==> config.mk <==
export PLATFORM = sky130hd
export DESIGN_NAME = tts_cell
export DESIGN_NICKNAME = d
export VERILOG_FILES = /design/src/hw/rtl/tts_pkg.sv /design/src/hw/rtl/tts_cell.sv
export SDC_FILE = /design/constraint.sdc
export NUM_CORES = 1
export LEC_CHECK = 0
export ABC_CLOCK_PERIOD_IN_PS = 2700
export BUFFER_PORTS_ARGS = -buffer_cell sky130_fd_sc_hd__buf_2
export CORE_UTILIZATION = 52
export CTS_BUF_LIST = sky130_fd_sc_hd__clkbuf_16
export CTS_CLUSTER_DIAMETER = 80
export DETAILED_ROUTE_END_ITERATION = 10
export PLACE_DENSITY = 0.74
export SKIP_LAST_GASP = 1
export SYNTH_ARGS = -nofsm -noshare
export SYNTH_HDL_FRONTEND = slang
export SYNTH_SLANG_ARGS = --single-unit
==> constraint.sdc <==
create_clock -name clock -period 2.7 [get_ports clock]
set_input_delay 0.135 -clock clock [delete_from_list [all_inputs] [get_ports clock]]
set_output_delay 0.135 -clock clock [all_outputs]
set_load 0.02 [all_outputs]
==> src/hw/rtl/tts_pkg.sv <==
// Shared types and codes for the task timer scheduler.
package tts_pkg;
   typedef enum logic [2:0] {
      OP_REGISTER   = 3'd0,
      OP_DEREGISTER = 3'd1,
      OP_SCHEDULE   = 3'd2,
      OP_RESCHEDULE = 3'd3,
      OP_UNSCHEDULE = 3'd4,
      OP_TICK       = 3'd5,
      OP_SCAN       = 3'd6,
      OP_NOP        = 3'd7
   } opcode_type;

   typedef enum logic [1:0] {
      ST_OK       = 2'd0,
      ST_NOFREE   = 2'd1,
      ST_NOTFOUND = 2'd2,
      ST_EMPTY    = 2'd3
   } status_type;

   typedef struct packed {
      logic [2:0]  opcode;
      logic [15:0] task_id;
      logic [31:0] delay;
      logic        periodic;
   } req_type;

   typedef struct packed {
      logic        fired;
      logic [15:0] fired_id;
      logic [1:0]  status;
      logic [31:0] clock_now;
      logic [31:0] run_total;
   } rsp_type;

   // Command a cell sees in the apply cycle.
   typedef struct packed {
      logic        clear;     // wipe slot
      logic        alloc;     // allocate with id
      logic        sched;     // new delay, deadline and flags
      logic        resched;   // deadline from stored delay, set flag
      logic        unsched;
      logic        fire;      // clear flag, re-arm if periodic
      logic [15:0] task_id;
      logic [31:0] delay;
      logic        periodic;
      logic [31:0] now;
   } cell_cmd_type;

   // Status a cell reports.
   typedef struct packed {
      logic        alloc;
      logic        sched;
      logic        due;
      logic [15:0] task_id;
   } cell_stat_type;
endpackage

==> src/hw/rtl/tts_cell.sv <==
// One task slot: id, deadline, delay, flags and its due compare.
module tts_cell (
   input  logic                   clock,
   input  logic                   reset,
   input  logic                   sel,
   input  tts_pkg::cell_cmd_type  cmd,
   input  logic [15:0]            match_id,
   output logic                   match,
   output tts_pkg::cell_stat_type stat
);
   import tts_pkg::*;

   logic [15:0] id_ff;
   logic [31:0] deadline_ff, delay_ff;
   logic        alloc_ff, sched_ff, periodic_ff;
   logic        due_ff;

   always_ff @(posedge clock) begin
      if (reset) begin
         alloc_ff    <= 1'b0;
         sched_ff    <= 1'b0;
         periodic_ff <= 1'b0;
         id_ff       <= '0;
         deadline_ff <= '0;
         delay_ff    <= '0;
      end else if (cmd.clear) begin
         alloc_ff    <= 1'b0;
         sched_ff    <= 1'b0;
         periodic_ff <= 1'b0;
         id_ff       <= '0;
         deadline_ff <= '0;
         delay_ff    <= '0;
      end else if (sel) begin
         if (cmd.alloc) begin
            alloc_ff    <= 1'b1;
            sched_ff    <= 1'b0;
            periodic_ff <= 1'b0;
            id_ff       <= cmd.task_id;
            deadline_ff <= '0;
            delay_ff    <= '0;
         end else if (cmd.sched) begin
            sched_ff    <= 1'b1;
            periodic_ff <= cmd.periodic;
            delay_ff    <= cmd.delay;
            deadline_ff <= cmd.now + cmd.delay;
         end else if (cmd.resched) begin
            sched_ff    <= 1'b1;
            deadline_ff <= cmd.now + delay_ff;
         end else if (cmd.unsched) begin
            sched_ff    <= 1'b0;
            deadline_ff <= '0;
         end else if (cmd.fire) begin
            sched_ff <= periodic_ff;
            if (periodic_ff) deadline_ff <= cmd.now + delay_ff;
         end
      end
   end

   // Registered due compare, refreshed each cycle.
   always_ff @(posedge clock) begin
      due_ff <= (cmd.now >= deadline_ff);
   end

   assign match         = alloc_ff && (id_ff == match_id);
   assign stat.alloc    = alloc_ff;
   assign stat.sched    = sched_ff;
   assign stat.due      = due_ff;
   assign stat.task_id  = id_ff;
endmodule

==> out/summary.txt, run 1 <==
area of the die = 0.0144 sq mm
Setup-failing EPs final = 1
clk root buf = clkbuf_16
Final Cycle Share = 1.00
Yosys Warn Count = 0
Post-Synth XOR/XNOR Area = 0.0862
antenna violations before repair = 0
compound-cell area share of the yosys netlist = 0.289
Max IR drop VDD = 255 uV
syn_nets = 1105
synth top area cells = dfxtp_1, ha_1, a22oi_1, xnor2_1, a21oi_1
worst slew pin tran = 878 ps
share of cells above drive strength 1 = 0.275
worst r2r dst = deadline_ff[20]
TritonRoute pass-1 iters = 5
Worst setup SP type = input port
I/O Pins = 126
post-route cell area = 0.00940 sq mm
NumNets Final = 1327
cts bufs inserted = 9
GRT Util Overall = 0.318
grt ovf = 0
status = finished with violations
Power Density = 414 mW/mm^2
hold_ws = 16.9 ps
Required @ worst endpoint = 2970 ps
min-delay worst type = in -> reg
final hold vios = 0
largest family of logic cells by synthesized area = compound AO/OA/AOI/OAI gates
final WL = 22200 microns
post-route minimum period = 2710 ps
post-synthesis adder-cell area fraction = 0.169
critical path, cell by cell = buf_8 > ha_4 > fa_2 > a21o_1 > a221oi_4 > nor3b_2 > a2111o_1 > a221o_1 > a2111oi_4 > o21bai_1 > xnor2_1 > a32oi_1
Tot Pwr = 0.00389 W
top-area cell type share of the netlist area = 0.233
Max Slew Vio Count = 0
crit path kind = in -> reg
Worst Reg2Reg Path Length in Cells = 13
Starting Density = 0.538
largest net degree at the start of global routing = 39
relative slew slack = 0.415
hold path start = cmd[72]
Final Util = 0.702
post-synthesis sequential area ratio = 0.233
PortBufs = 125
HPWL after detailed placement = 17100 microns
P_leak = 4.19 nW
Routed wire per std cell = 17.0 microns
gpl congestion = 0.920
Worst EP arrival = 2980 ps
RSZ-0062 raised after global routing = true
max_cap viols = 0
clk buf depth = 2
Synth cell types = 77
ant diodes = 0
fin worst setup slack = -9.15 ps
core region area = 0.0134 sq mm
Post-synth EDFFs = 0
Clock Sinks = 84
Post-DP Area = 0.00883 sq mm
Syn Area/Cell = 7.99 sq um
hold buffer count at cts = 0
fmax = 0.369 GHz
drt drc = 0
Hold Path Sink = id_ff[7]
drt initial violations = 694
Antenna Violating Nets Remaining = 0
CTS tree = done
most common cell in the synthesized netlist = ha_1
vias per cell = 5.87
number of global-route vias before repair = 7339
failing checks = negative setup slack
H-tree Lvls = 3
mux cell area share after synthesis = 0.00555
worst hold path depth = 3
post-synthesis cell area = 0.00722 sq mm
dominant synthesized flop cell = dfxtp_1
Post-Synth Simple-Gate Area = 0.165
Setup Skew = 3.86 ps
Reg clk slew, reported paths = 60 ps
first-pass GRT wire length = 36100 microns
Die W = 120 microns
Worst Setup End Kind = flip-flop
Max Fanout on Critical Path = 2
Crit-path slowest cell = a2111o_1
commonest cells in the netlist = ha_1, dfxtp_1, a21oi_1, nand2_1, nor2_1
flops & latches, synth = 84
Post-Syn Instances = 903
CP max stage delay = 440 ps
asr flop ratio synth = 0
DIE HEIGHT = 120 microns
row count = 42
area delta synth->final = 30.3%
R2R setup slack = 40 ps
worst r2r src = delay_ff[0]
DR vias = 7665
clk_lat worst skew = 350 ps
cell taking the most area after synthesis = dfxtp_1
power breakdown:
group	leakage (nW)	internal (W)	total, W	switching (W)
Clock	0.166	0.000902	0.00144	0.000542
Sequential	0.682	0.00126	0.00128	0.0000169
Combinational	3.34	0.000547	0.00117	0.000622
Total	4.19	0.00271	0.00389	0.00118
routing by layer:
layer  up-vias  global-route usage  wire [microns]
met4         0               0.120             478
li1       3760                   -               -
met3        34              0.0452            1730
met2       288               0.526           10300
met1      3583               0.417            9770
met5         -                   0               0
worst max-delay path, delay by kind of cell:
| kind | cells | cell delay, ps |
|---|---|---|
| adders and majority gates | 2 | 500 |
| xor gates and xnor gates | 1 | 130 |
| buffers and inverters | 1 | 100 |
| and+or+nand+nor | 1 | 100 |
| AOI/OAI and AO/OA | 7 | 2020 |
flip-flops by register name, indices dropped and copies added, names as in the netlist:
register     count
id_ff           16
due_ff           1
periodic_ff      1
alloc_ff         1
sched_ff         1
deadline_ff     32
delay_ff        32
layout by cell type, fill, tap and decap left out, types with 4 or more instances in the layout:
cell type,synthesis,final
buf_2,1,123
buf_4,3,123
ha_1,94,88
dfxtp_1,84,81
nand2_1,78,78
a21oi_1,78,73
nor2_1,72,72
a22oi_1,58,58
inv_1,51,50
o21ai_0,50,47
xnor2_1,47,47
a21o_1,31,31
xor2_1,24,24
nand4_1,17,17
nand2b_1,17,16
nand3_1,11,11
o21bai_1,9,9
nor3_1,9,9
clkbuf_16,0,9
a211oi_1,7,7
and3_1,7,7
a31oi_1,8,7
nor2b_1,6,6
ha_4,0,6
and2_1,5,5
o21ai_1,4,5
o21a_1,5,5
and4_1,4,4
or3_1,4,4
a21oi_2,0,4
mux2i_1,4,4
o31ai_1,5,4
o221ai_1,4,4
worst max-delay path by stage:
stage	start	end	slack (ps)
6_report	cmd[33]	deadline_ff[30]	-9
5_1_grt	delay_ff[0]	deadline_ff[20]	-110
4_1_cts	delay_ff[0]	deadline_ff[20]	-20
3_5_place_dp	cmd[0]	deadline_ff[30]	-390
3_3_place_gp	cmd[0]	deadline_ff[30]	-310
2_1_floorplan	cmd[0]	deadline_ff[30]	3
what timing repair did:
item                                    4_1_cts  5_1_grt
endpoints found under the setup margin        7       11
resized for setup                            23       17
pin swaps                                    15       32
buffers inserted                              2        6
logic make-up (layout without fill, tap and decap cells):
family,Yosys count,count (layout)
AO/OA/AOI/OAI,309,309
buffers and inverters,91,317
XOR/XNOR,71,71
flip-flops,84,84
adder cells (fa/ha/maj),96,96
AND/OR/NAND/NOR,248,248
multiplexers,4,4
through the flow:
| stage | setup TNS (ps) | instances | worst slack [ps] |
|---|---|---|---|
| after floorplan | 0 | 903 | 2.63 |
| after global placement | -1010 | 1286 | -315 |
| after detailed placement | -1490 | 1286 | -387 |
| after CTS | -20.0 | 1300 | -20.0 |
| after global routing | -298 | 1305 | -109 |
| final | -9.15 | 1305 | -9.15 |
final cells by class:
| cell class | count | area (sq um) |
|---|---|---|
| clock buffers | 9 | 225 |
| clock inverters | 6 | 113 |
| fillers | 1114 | 4000 |
| inverters | 51 | 191 |
| multi-input cells | 728 | 5340 |
| flip-flops and latches | 84 | 1690 |
| well taps | 176 | 220 |
| repair buffers | 251 | 1620 |
No activity file was read; power rests on OpenSTA's default activity.
==> run 2: changes to the inputs <==
BUFFER_PORTS_ARGS = -buffer_cell sky130_fd_sc_hd__buf_4   (was -buffer_cell sky130_fd_sc_hd__buf_2)
CORE_MARGIN = 3   (was unset)
CORE_UTILIZATION = 45   (was 52)
PLACE_DENSITY = 0.65   (was 0.74)
==> run 2 against run 1 <==
Against the previous run:
- the run now ends clean
- critical path depth grew 3
- total power fell by 2.9%
- combinational power is essentially flat
- via count down 2.3%
- sequential share of layout area down 0.61 points
- non-clock buffer count did not move
- fmax up 1.9%
- die area is 23% higher
- cell area rose by 3.3%
- clock-buffer cell count did not move
- clock power fell by 9%
- critical path type is now reg -> reg
- highest routed layer unchanged
==> out/summary.txt, run 2 (same netlist as run 1, synthesis figures left out) <==
Antenna Violating Nets Remaining = 0
Worst Reg2Reg Path Length in Cells = 15
ant diodes = 0
NumNets Final = 1327
Starting Density = 0.468
worst slew pin tran = 816 ps
crit-path leading delay family = compound AO/OA/AOI/OAI gates
area delta synth->final = 34.6%
vias per cell = 5.58
Fill cells = 1444
CTS tree = done
DR vias = 7487
CP bufs+invs = 4
max_cap viols = 0
fin worst setup slack = 41.3 ps
status = finished, final reports clean
clk_lat worst skew = 360 ps
grt ovf = 0
Critical Path Start = delay_ff[0]
Worst setup SP type = flip-flop
fmax = 0.376 GHz
area of the die = 0.0176 sq mm
row count = 45
Max Slew Vio Count = 0
I/O Pins = 126
number of global-route vias before repair = 7245
critical path, cell by cell = ha_4 > inv_2 > fa_2 > nand2b_4 > a21oi_4 > o41ai_4 > o21bai_1 > buf_4 > buf_6 > a21oi_2 > buf_4 > o21ai_4 > a21oi_4 > mux2i_1 > a32oi_1
relative slew slack = 0.456
final WL = 22600 microns
Largest regs = deadline_ff (32), delay_ff (32), id_ff (16)
PortBufs = 125
leading cell type in the layout, fill and taps excluded = buf_4
Power Density = 389 mW/mm^2
crit path kind = reg -> reg
min-delay worst type = in -> reg
placed insts = 1319
Storage cell area = 0.00168 sq mm
Setup Skew = 6.01 ps
Routed wire per std cell = 16.8 microns
cts bufs inserted = 9
worst hold path depth = 3
TritonRoute pass-1 iters = 5
clk buf depth = 2
drt initial violations = 536
Final Cycle Share = 0.985
final hold vios = 0
CP max stage delay = 430 ps
P_leak = 4.26 nW
Required @ worst endpoint = 2930 ps
drt drc = 0
Worst EP arrival = 2890 ps
largest net degree at the start of global routing = 29
R2R setup slack = 40 ps
Worst Setup End Kind = flip-flop
RSZ-0062 raised after global routing = true
Setup-failing EPs final = 0
worst r2r src = delay_ff[0]
CP Capture Point = deadline_ff[30]
Final Util = 0.629
HPWL after detailed placement = 17800 microns
Die W = 133 microns
worst r2r dst = deadline_ff[30]
most frequent cells in the layout = buf_4, ha_1, dfxtp_1, nand2_1
non-filler cells, final = 1341
clk root buf = clkbuf_16
post-route minimum period = 2660 ps
antenna violations before repair = 0
share of cells above drive strength 1 = 0.273
Reg clk slew, reported paths = 70 ps
H-tree Lvls = 3
Fin Setup TNS = 0 ps
pre-CTS setup slack = -336 ps
critical path depth in cells = 15
Crit-path slowest cell = o41ai_4
Max Fanout on Critical Path = 3
gpl congestion = 0.929
first-pass GRT wire length = 36500 microns
Clock Sinks = 84
GRT Util Overall = 0.255
Max IR drop VDD = 303 uV
DIE HEIGHT = 133 microns
core region area = 0.0154 sq mm
multi-input logic area = 0.00535 sq mm
==> run 2: worst min path at each step <==
stage,start,to,slack [ps]
3_5_place_dp,cmd[71],id_ff[6],390
2_1_floorplan,cmd[79],id_ff[14],270
3_3_place_gp,cmd[72],id_ff[7],380
6_report,cmd[66],id_ff[1],20
4_1_cts,cmd[77],id_ff[12],10
5_1_grt,cmd[77],id_ff[12],20
==> run 2: worst register-to-register path, cell delays in order, from the launching register on <==
cell and delay, ps:
dfxtp_2 340, ha_4 160, inv_2 50, fa_2 190
nand2b_4 140, a21oi_4 60, o41ai_4 430, o21bai_1 100
buf_4 160, buf_6 120, a21oi_2 130, buf_4 150
o21ai_4 70, a21oi_4 170, mux2i_1 200, a32oi_1 70
==> run 2: stage by stage <==
stage,power [W],cell area (sq um),hold slack [ps]
after global placement,0.00245,9170,384
after floorplan,0.00198,7230,271
after CTS,0.00378,9570,13.0
after global routing,0.00397,9710,23.5
after detailed placement,0.00246,9170,394
final,0.00378,9710,21.2
==> run 2: layer usage <==
metal	wire length, microns	vias up	global-route usage
met4	425	0	0.0814
met2	10100	228	0.409
met1	10700	3477	0.353
met3	1370	25	0.0392
li1	-	3757	-
met5	0	-	0
==> run 2: what timing repair did <==
action	CTS	global route
endpoints found under the setup margin	6	8
hold buffers	0	0
pin swaps	6	34
buffers inserted	1	9
resized for setup	19	20
==> run 2: power breakdown <==
part           switching (W)  total, W  internal [W]
Combinational       0.000608   0.00119      0.000586
Clock               0.000583   0.00131      0.000723
Sequential         0.0000166   0.00128       0.00127
Total                0.00121   0.00378       0.00257
==> run 2: layout make-up <==
class	instances	area share
Timing Repair Buffer	251	0.199
Sequential cell	84	0.173
Clock inverter	7	0.00747
Clock buffer	9	0.0232
Inverter	51	0.0197
Multi-Input combinational cell	728	0.550
Tap cell	211	0.0272
